`src/design/icon_record_best_size_select_assert.svh`:
```
// Assertion helpers used by the icon record selector.
`ifndef ICON_RECORD_BEST_SIZE_SELECT_ASSERT_SVH
`define ICON_RECORD_BEST_SIZE_SELECT_ASSERT_SVH

// Same-cycle implication, checked on every rising edge outside reset.
`define IRBSS_ASSERT_NOW(label, ante, cons, msg) \
  label: assert property (@(posedge clk) disable iff (rst) (ante) |-> (cons)) \
    else $error(msg);

// Next-cycle implication.
`define IRBSS_ASSERT_NEXT(label, ante, cons, msg) \
  label: assert property (@(posedge clk) disable iff (rst) (ante) |=> (cons)) \
    else $error(msg);

`endif

```
`src/design/irbss_pkg.sv`:
```
`timescale 1ns / 1ps
package irbss_pkg;

  localparam int DIM_W  = 16;
  localparam int IDEAL_W = 17;
  localparam int CFG_IDX_W = 1;

  // result status codes
  localparam logic [1:0] ST_FOUND     = 2'd0;
  localparam logic [1:0] ST_MALFORMED = 2'd1;
  localparam logic [1:0] ST_CAPACITY  = 2'd2;

  // configuration register indexes
  localparam logic [CFG_IDX_W-1:0] CFG_TARGET_WIDTH  = 1'd0;
  localparam logic [CFG_IDX_W-1:0] CFG_TARGET_HEIGHT = 1'd1;

  // one stored record header
  typedef struct packed {
    logic [DIM_W-1:0] width;
    logic [DIM_W-1:0] height;
    logic [DIM_W-1:0] offset;
  } hdr_t;

endpackage

```
`src/design/icon_record_best_size_select.sv`:
```
// Icon record best-size selector. Takes a stream of 32-bit words (width, height, then
// width*height pixel words per record), one word per cycle on the in channel while parsing.
// Each record header is written to the header memory when its height word arrives. The
// word flagged last_word yields one result on the out channel. On a clean stream the block
// then walks the header memory, one entry per cycle, and holds in_stall high from the
// last word until the result appears; error streams report in the cycle after the
// last word. A last word is also held while an earlier result has not been transferred.
// There is no clearing pass after reset. Negative ideal sizes select the largest width
// or height present in the stream.
`timescale 1ns / 1ps
`include "icon_record_best_size_select_assert.svh"

module icon_record_best_size_select #(
  parameter int MAX_RECORDS      = 16,
  parameter int MAX_STREAM_WORDS = 65536
) (
  input  logic        clk,
  input  logic        rst,
  // input stream
  input  logic        in_valid,
  output logic        in_stall,
  input  logic [31:0] word,
  input  logic        last_word,
  // result
  output logic        out_valid,
  input  logic        out_stall,
  output logic [1:0]  status,
  output logic [irbss_pkg::DIM_W-1:0] best_width,
  output logic [irbss_pkg::DIM_W-1:0] best_height,
  output logic [irbss_pkg::DIM_W-1:0] best_offset,
  // configuration writes
  input  logic        cfg_valid,
  output logic        cfg_ready,
  input  logic [irbss_pkg::CFG_IDX_W-1:0] cfg_index,
  input  logic [irbss_pkg::IDEAL_W-1:0]   cfg_data
);

  localparam int POS_W  = $clog2(MAX_STREAM_WORDS + 1);
  localparam int CNT_W  = $clog2(MAX_RECORDS + 1);
  localparam int ADDR_W = (MAX_RECORDS > 1) ? $clog2(MAX_RECORDS) : 1;
  localparam int DW     = irbss_pkg::DIM_W;

  localparam logic [1:0] PH_WIDTH  = 2'd0;
  localparam logic [1:0] PH_HEIGHT = 2'd1;
  localparam logic [1:0] PH_PIXELS = 2'd2;

  localparam logic S_IDLE = 1'b0;
  localparam logic S_WALK = 1'b1;

  // configuration
  logic [irbss_pkg::IDEAL_W-1:0] target_width;
  logic [irbss_pkg::IDEAL_W-1:0] target_height;

  // stream parse state
  logic [1:0]       parse_phase, parse_phase_next;
  logic [CNT_W-1:0] record_count, record_count_next;
  logic [POS_W-1:0] word_position, word_position_next;
  logic [31:0]      payload_left, payload_left_next;
  logic [DW-1:0]    max_width_seen, max_width_seen_next;
  logic [DW-1:0]    max_height_seen, max_height_seen_next;
  logic [1:0]       error_flag, error_flag_next;
  logic [DW-1:0]    cur_width, cur_width_next;

  // header memory
  irbss_pkg::hdr_t  hdr_mem [MAX_RECORDS];
  irbss_pkg::hdr_t  rd_data;
  irbss_pkg::hdr_t  wr_data;
  logic             mem_we;
  logic             mem_re;

  // selection walk
  logic             state, state_next;
  logic [CNT_W-1:0] issue_cnt;
  logic             rd_vld, rd_first, rd_last;
  logic [DW-1:0]    ideal;
  logic [DW-1:0]    best_w, best_h, best_off, best_avg;

  logic             accept;
  logic             walk_start;
  logic             walk_done;
  logic             emit;
  logic [1:0]       emit_status;
  logic             word_big;
  logic             count_full;
  logic [31:0]      prod;
  logic [31:0]      payload_dec;
  logic [POS_W:0]   pos_inc;
  logic [DW-1:0]    iw, ih;
  logic [DW:0]      ideal_sum;
  logic [DW-1:0]    cur_avg;
  logic [DW:0]      cur_sum;
  logic             take;
  irbss_pkg::hdr_t  chosen;

  assign cfg_ready = 1'b1;
  assign in_stall  = (state == S_WALK) | (out_valid & last_word);
  assign accept    = in_valid & ~in_stall;

  assign word_big    = (word[31:DW] != '0);
  assign count_full  = (record_count >= CNT_W'(MAX_RECORDS));
  assign prod        = {16'd0, cur_width} * {16'd0, word[DW-1:0]};
  assign payload_dec = (payload_left != 32'd0) ? payload_left - 32'd1 : payload_left;
  assign pos_inc     = {1'b0, word_position} + (POS_W + 1)'(1);

  assign wr_data.width  = cur_width;
  assign wr_data.height = word[DW-1:0];
  assign wr_data.offset = DW'(pos_inc);

  // ideal average, taken with the maxima as they stand at the last word
  assign iw        = target_width[DW]  ? max_width_seen  : target_width[DW-1:0];
  assign ih        = target_height[DW] ? max_height_seen : target_height[DW-1:0];
  assign ideal_sum = {1'b0, iw} + {1'b0, ih};

  // candidate compare during the walk
  assign cur_sum = {1'b0, rd_data.width} + {1'b0, rd_data.height};
  assign cur_avg = cur_sum[DW:1];
  assign take    = rd_first
                 | ((best_avg < ideal) && (cur_avg >= ideal))
                 | ((best_avg < ideal) && (cur_avg > best_avg))
                 | ((best_avg > ideal) && (cur_avg >= ideal) && (cur_avg < best_avg));
  assign chosen  = take ? rd_data : {best_w, best_h, best_off};

  assign mem_re    = (state == S_WALK) && (issue_cnt < record_count);
  assign walk_done = (state == S_WALK) && rd_vld && rd_last;

  always_comb begin
    parse_phase_next     = parse_phase;
    record_count_next    = record_count;
    word_position_next   = word_position;
    payload_left_next    = payload_left;
    max_width_seen_next  = max_width_seen;
    max_height_seen_next = max_height_seen;
    error_flag_next      = error_flag;
    cur_width_next       = cur_width;
    state_next           = state;
    mem_we               = 1'b0;
    walk_start           = 1'b0;
    emit                 = 1'b0;
    emit_status          = irbss_pkg::ST_FOUND;

    if (accept) begin
      if (error_flag == irbss_pkg::ST_FOUND) begin
        if (word_position >= POS_W'(MAX_STREAM_WORDS)) begin
          error_flag_next = irbss_pkg::ST_CAPACITY;
        end else begin
          unique case (parse_phase)
            PH_WIDTH: begin
              if (count_full || word_big) begin
                error_flag_next = irbss_pkg::ST_CAPACITY;
              end else begin
                cur_width_next     = word[DW-1:0];
                parse_phase_next   = PH_HEIGHT;
                word_position_next = word_position + POS_W'(1);
              end
            end
            PH_HEIGHT: begin
              if (count_full || word_big) begin
                error_flag_next = irbss_pkg::ST_CAPACITY;
              end else begin
                mem_we = 1'b1;
                if (cur_width > max_width_seen) max_width_seen_next = cur_width;
                if (word[DW-1:0] > max_height_seen) max_height_seen_next = word[DW-1:0];
                payload_left_next  = prod;
                record_count_next  = record_count + CNT_W'(1);
                parse_phase_next   = (prod != 32'd0) ? PH_PIXELS : PH_WIDTH;
                word_position_next = word_position + POS_W'(1);
              end
            end
            PH_PIXELS: begin
              payload_left_next = payload_dec;
              if (payload_dec == 32'd0) parse_phase_next = PH_WIDTH;
              word_position_next = word_position + POS_W'(1);
            end
            default: begin
              parse_phase_next = PH_WIDTH;
            end
          endcase
        end
      end

      if (last_word) begin
        if (error_flag_next != irbss_pkg::ST_FOUND) begin
          emit        = 1'b1;
          emit_status = error_flag_next;
        end else if (parse_phase != PH_PIXELS || parse_phase_next == PH_PIXELS) begin
          emit        = 1'b1;
          emit_status = irbss_pkg::ST_MALFORMED;
        end else begin
          walk_start = 1'b1;
          state_next = S_WALK;
        end
      end
    end

    if (walk_done) begin
      emit       = 1'b1;
      state_next = S_IDLE;
    end

    // stream state goes back to its start once the result is settled
    if (emit) begin
      parse_phase_next     = PH_WIDTH;
      record_count_next    = '0;
      word_position_next   = '0;
      payload_left_next    = 32'd0;
      max_width_seen_next  = '0;
      max_height_seen_next = '0;
      error_flag_next      = irbss_pkg::ST_FOUND;
    end
  end

  // header memory: one write port, one registered read port
  always_ff @(posedge clk) begin
    if (mem_we) begin
      hdr_mem[record_count[ADDR_W-1:0]] <= wr_data;
    end
    if (mem_re) begin
      rd_data <= hdr_mem[issue_cnt[ADDR_W-1:0]];
    end
  end

  always_ff @(posedge clk) begin
    if (rst) begin
      target_width    <= '1;
      target_height   <= '1;
      parse_phase     <= PH_WIDTH;
      record_count    <= '0;
      word_position   <= '0;
      payload_left    <= 32'd0;
      max_width_seen  <= '0;
      max_height_seen <= '0;
      error_flag      <= irbss_pkg::ST_FOUND;
      state           <= S_IDLE;
      issue_cnt       <= '0;
      rd_vld          <= 1'b0;
      out_valid       <= 1'b0;
    end else begin
      if (cfg_valid && cfg_ready) begin
        unique case (cfg_index)
          irbss_pkg::CFG_TARGET_WIDTH:  target_width  <= cfg_data;
          irbss_pkg::CFG_TARGET_HEIGHT: target_height <= cfg_data;
          default: ;
        endcase
      end

      parse_phase     <= parse_phase_next;
      record_count    <= record_count_next;
      word_position   <= word_position_next;
      payload_left    <= payload_left_next;
      max_width_seen  <= max_width_seen_next;
      max_height_seen <= max_height_seen_next;
      error_flag      <= error_flag_next;
      state           <= state_next;

      if (walk_start) begin
        issue_cnt <= '0;
      end else if (mem_re) begin
        issue_cnt <= issue_cnt + CNT_W'(1);
      end
      rd_vld <= mem_re;

      if (emit) begin
        out_valid <= 1'b1;
      end else if (out_valid && !out_stall) begin
        out_valid <= 1'b0;
      end
    end
  end

  // payload and walk bookkeeping, no reset needed
  always_ff @(posedge clk) begin
    cur_width <= cur_width_next;
    if (walk_start) begin
      ideal <= ideal_sum[DW:1];
    end
    if (mem_re) begin
      rd_first <= (issue_cnt == '0);
      rd_last  <= (issue_cnt == record_count - CNT_W'(1));
    end
    if (rd_vld && (state == S_WALK)) begin
      best_w   <= chosen.width;
      best_h   <= chosen.height;
      best_off <= chosen.offset;
      best_avg <= take ? cur_avg : best_avg;
    end
    if (emit) begin
      status <= emit_status;
      if (walk_done) begin
        best_width  <= chosen.width;
        best_height <= chosen.height;
        best_offset <= chosen.offset;
      end else begin
        best_width  <= '0;
        best_height <= '0;
        best_offset <= '0;
      end
    end
  end

  `IRBSS_ASSERT_NOW(a_emit_slot_free, emit, !out_valid,
    "result produced while output register still full")
  `IRBSS_ASSERT_NOW(a_fail_fields_zero, out_valid && (status != irbss_pkg::ST_FOUND),
    (best_width == '0) && (best_height == '0) && (best_offset == '0),
    "failed result carries nonzero fields")
  `IRBSS_ASSERT_NOW(a_walk_bounds, state == S_WALK,
    (record_count != '0) && (issue_cnt <= record_count),
    "header walk outside stored records")
  `IRBSS_ASSERT_NEXT(a_error_sticky,
    (error_flag != irbss_pkg::ST_FOUND) && !(accept && last_word),
    error_flag == $past(error_flag), "error flag changed before stream end")

endmodule

```
`config.mk`:
```
export PLATFORM = sky130hd
export DESIGN_NAME = icon_record_best_size_select
export DESIGN_NICKNAME = d
export VERILOG_FILES = /design/src/design/irbss_pkg.sv /design/src/design/icon_record_best_size_select.sv
export VERILOG_INCLUDE_DIRS = /design/src /design/src/design
export SDC_FILE = /design/constraint.sdc
export NUM_CORES = 2
export LEC_CHECK = 0
export BUFFER_PORTS_ARGS = -buffer_cell sky130_fd_sc_hd__buf_2
export CAP_MARGIN = 10
export CORE_ASPECT_RATIO = 1.1
export CORE_UTILIZATION = 25
export CTS_CLUSTER_DIAMETER = 40
export DETAILED_ROUTE_END_ITERATION = 8
export HOLD_SLACK_MARGIN = 0.15
export PLACE_DENSITY = 0.39
export SYNTH_ARGS = -nofsm -noshare
export SYNTH_HDL_FRONTEND = slang
export SYNTH_SLANG_ARGS = --single-unit
```
`constraint.sdc`:
```
create_clock -name clk -period 9.55 [get_ports clk]
set_input_delay 1.91 -clock clk [delete_from_list [all_inputs] [get_ports clk]]
set_output_delay 1.91 -clock clk [all_outputs]
set_load 0.1 [all_outputs]
```
==> results.json <==
{
  "ir_drop_mv": 0.181,
  "start_util_pct": 25.2,
  "rrSetupSlack_ps": 1910,
  "clk_path_buf_depth": 3,
  "crit_required_ps": 10210,
  "grt_pass1_wl_um": 238000,
  "startpoint": "word[8]",
  "violations": "design-rule violations",
  "drt-initial-drc-count": 2164,
  "clkTransAtPathRegs_ps": 50,
  "overflow": 0,
  "gp_congestion": 0.795,
  "seq_area_frac_synth_pct": 57.0,
  "dr_total_vias": 32400,
  "crit_path_end": "parse_phase[1]",
  "r2r_start": "cur_width[8]",
  "coreArea_um2": 220000,
  "power_density_nw_per_um2": 225,
  "setup.worst_path.class": "primary input to register",
  "slowest_delay_ps": 550,
  "cp_common_cell": "fa_1",
  "drtPass1Iterations": 9,
  "critPathCaptureType": "register",
  "htree_levels": 4,
  "nFillCells": 21900,
  "clock_skew_ps": 39.2,
  "pre_cts_ws_ps": 650,
  "synthArstFlopShare_pct": 0,
  "die_h_um": 496,
  "max_slew_margin_pct": 20.3,
  "timing_hold_violations_final": 0,
  "fin_nets": 4555,
  "layout_commonest_cell": "edfxtp_1",
  "rsz0062_at_grt": "false",
  "syn2layout_area_growth_pct": 19.5,
  "antenna_found_initial": 24,
  "crit_fanout": 20,
  "timing.final.ws_setup_ps": 1510,
  "crit_slowest_cell": "fa_1",
  "postCtsSetupBuffers": 0,
  "numPortBuffers": 107,
  "synth_warnings": 0,
  "synth.avg_cell_area_um2": 14.4,
  "status": "complete, but fails checks",
  "grt_pass1_vias": 34600,
  "synth_seq_cells": 1096,
  "period_share_pct": 84.2,
  "postRouteAntennaNets": 0,
  "synthFlopType": "edfxtp_1",
  "maxSlewViolCount": 0,
  "drv_cap": 0,
  "startpoint_type": "primary input",
  "clock_sinks": 1096,
  "setup_viol": 0,
  "finalSetupTns_ps": 0,
  "io_pins": 109,
  "cp.arrival_ps": 8700,
  "synth_edf_count": 964,
  "cts_tree": "yes",
  "drive_above_1_share_pct": 21.0,
  "mostFrequentLayoutCells": "964 x edfxtp_1, 375 x nand2_1, 328 x inv_1",
  "hold_buffers": 0,
  "reg2reg_to": "parse_phase[1]",
  "grt_util_all_layers_pct": 14.6,
  "hold_path_class": "register to register",
  "cts-resized-gates": 0,
  "wl_um": 161000,
  "syn_inst": 3862,
  "dp_hpwl_um": 103000,
  "drc": 16,
  "grt_max_degree": 83,
  "fmax_mhz": 124,
  "reg2reg_depth": 23,
  "fin_util_pct": 30.2,
  "cts_made_buffers": 191,
  "die_area_um2": 224000,
  "worstSkewPairLatency_ps": 820,
  "worst-slew-pin-transition_ps": 1190,
  "detail_route.wl_per_cell_um": 22.5,
  "synthesis.area_um2": 55400,
  "die_w_um": 451,
  "cts-root-buf": "clkbuf_16",
  "finalCriticalPeriod_ps": 8040,
  "vias_per_cell": 4.53,
  "syn_nets": 4343,
  "path_cells": "buf_2 -> nand2_1 -> fa_1 -> inv_1 -> fa_1 -> inv_1 -> fa_1 -> inv_1 -> fa_1 -> fa_1 -> inv_1 -> fa_1 -> inv_1 -> ha_1 -> a21oi_1 -> nor3_1 -> or2_2 -> a211o_1 -> a311oi_1 -> o211ai_1 -> nor4_1 -> nand3_1 -> o41ai_1 -> a21oi_1",
  "hold_depth": 1,
  "ys_types": 81,
  "leakage_nw": 24.0,
  "placementRows": 180
}
[cells by family (layout without fill, tap and decap cells)]
logic type / Yosys count / in the layout / synth area share, %
flip-flops: 1096 / 1096 / 57.0
buffers and inverters: 508 / 879 / 3.51
XOR/XNOR: 85 / 85 / 1.34
AO/OA/AOI/OAI: 393 / 393 / 4.72
multiplexers: 407 / 407 / 12.9
AND/OR/NAND/NOR: 947 / 947 / 8.24
other: 1 / 8 / 0.00677
adder cells (fa/ha/maj): 425 / 425 / 12.2
[stage by stage]
| step | hold slack, ps | instance area (µm²) | std cells | total power, W |
|---|---|---|---|---|
| final | 460 | 66200 | 7152 | 0.0149 |
| after global routing | 469 | 66200 | 7146 | 0.0157 |
| after CTS | 462 | 66200 | 7145 | 0.0151 |
| after detailed placement | 455 | 59800 | 6793 | 0.00823 |
| after global placement | 448 | 59800 | 6793 | 0.00828 |
| after floorplan | 431 | 55400 | 3862 | 0.00743 |
[routing by layer]
metal	vias to the layer above	global-route usage (%)	share of wire, %
met3	241	2.54	4.6
met2	648	24.2	48
met5	-	0	0.045
met1	16700	19.3	45
li1	14800	-	-
met4	10	4.76	2.7
[worst min path at each step]
stage | from | end | slack [ps]
2_1_floorplan | target_height[0] | target_height[0] | 430
3_3_place_gp | target_height[7] | target_height[7] | 450
3_5_place_dp | target_height[4] | target_height[4] | 450
4_1_cts | error_flag[0] | error_flag[0] | 460
5_1_grt | target_height[4] | target_height[4] | 470
6_report | target_height[13] | target_height[13] | 460
[power breakdown]
group / total, W / internal, W / switching, W
combinational: 0.00293 / 0.00112 / 0.00182
clock: 0.00679 / 0.00429 / 0.00250
sequential: 0.00520 / 0.00519 / 0.0000121
[synthesized netlist by cell type, types with 12 or more instances]
cell type,instances,area (µm²)
a211o_1,18,158
a211oi_1,18,135
a21o_1,46,345
a21oi_1,97,485
a31oi_1,12,75.1
and2_1,129,807
and3_1,41,257
buf_1,21,78.8
buf_2,15,75.1
clkbuf_1,141,529
dfxtp_1,132,2640
edfxtp_1,964,28900
fa_1,196,3920
ha_1,229,2870
inv_1,328,1230
mux2_2,79,890
mux2i_1,88,881
mux4_2,240,5410
nand2_1,375,1410
nand2b_1,12,75.1
nand3_1,29,145
nand3b_1,20,150
nand4_1,29,181
nor2_1,178,668
nor2b_1,16,100
nor3_1,44,220
nor4_1,17,106
o21a_1,24,180
o21ai_0,79,395
or3_1,19,119
xnor2_1,41,359
xor2_1,44,385
[final cells by class]
class / instances / area [µm²] / share of cell area (%)
sequential: 1096 / 31600 / 47.7
multi-input combinational: 2258 / 22100 / 33.3
clock buffer: 222 / 5000 / 7.55
tap: 2912 / 3640 / 5.50
clock inverter: 130 / 1430 / 2.15
timing repair buffer: 199 / 1260 / 1.91
inverter: 328 / 1230 / 1.86
antenna: 7 / 17.5 / 0.0264
[worst max-delay path: cells and delay by family]
| family | cells | cell delay, ps |
|---|---|---|
| fa+ha+maj | 7 | 3430 |
| simple gates | 5 | 930 |
| buf+inv | 6 | 800 |
| compound gates | 6 | 1600 |
[sequential cells by signal, indices dropped and copies added, names as in the netlist, 5 cells and up]
name	cells
target_height	17
cur_width	16
max_width_seen	16
ideal	16
best_width	16
best_h	16
target_width	17
best_offset	16
best_avg	16
word_position	17
max_height_seen	16
best_height	16
best_w	16
issue_cnt	5
payload_left	32
best_off	16
rd_data	48
record_count	5
hdr_mem	768
(Power assumes the default switching activity.)
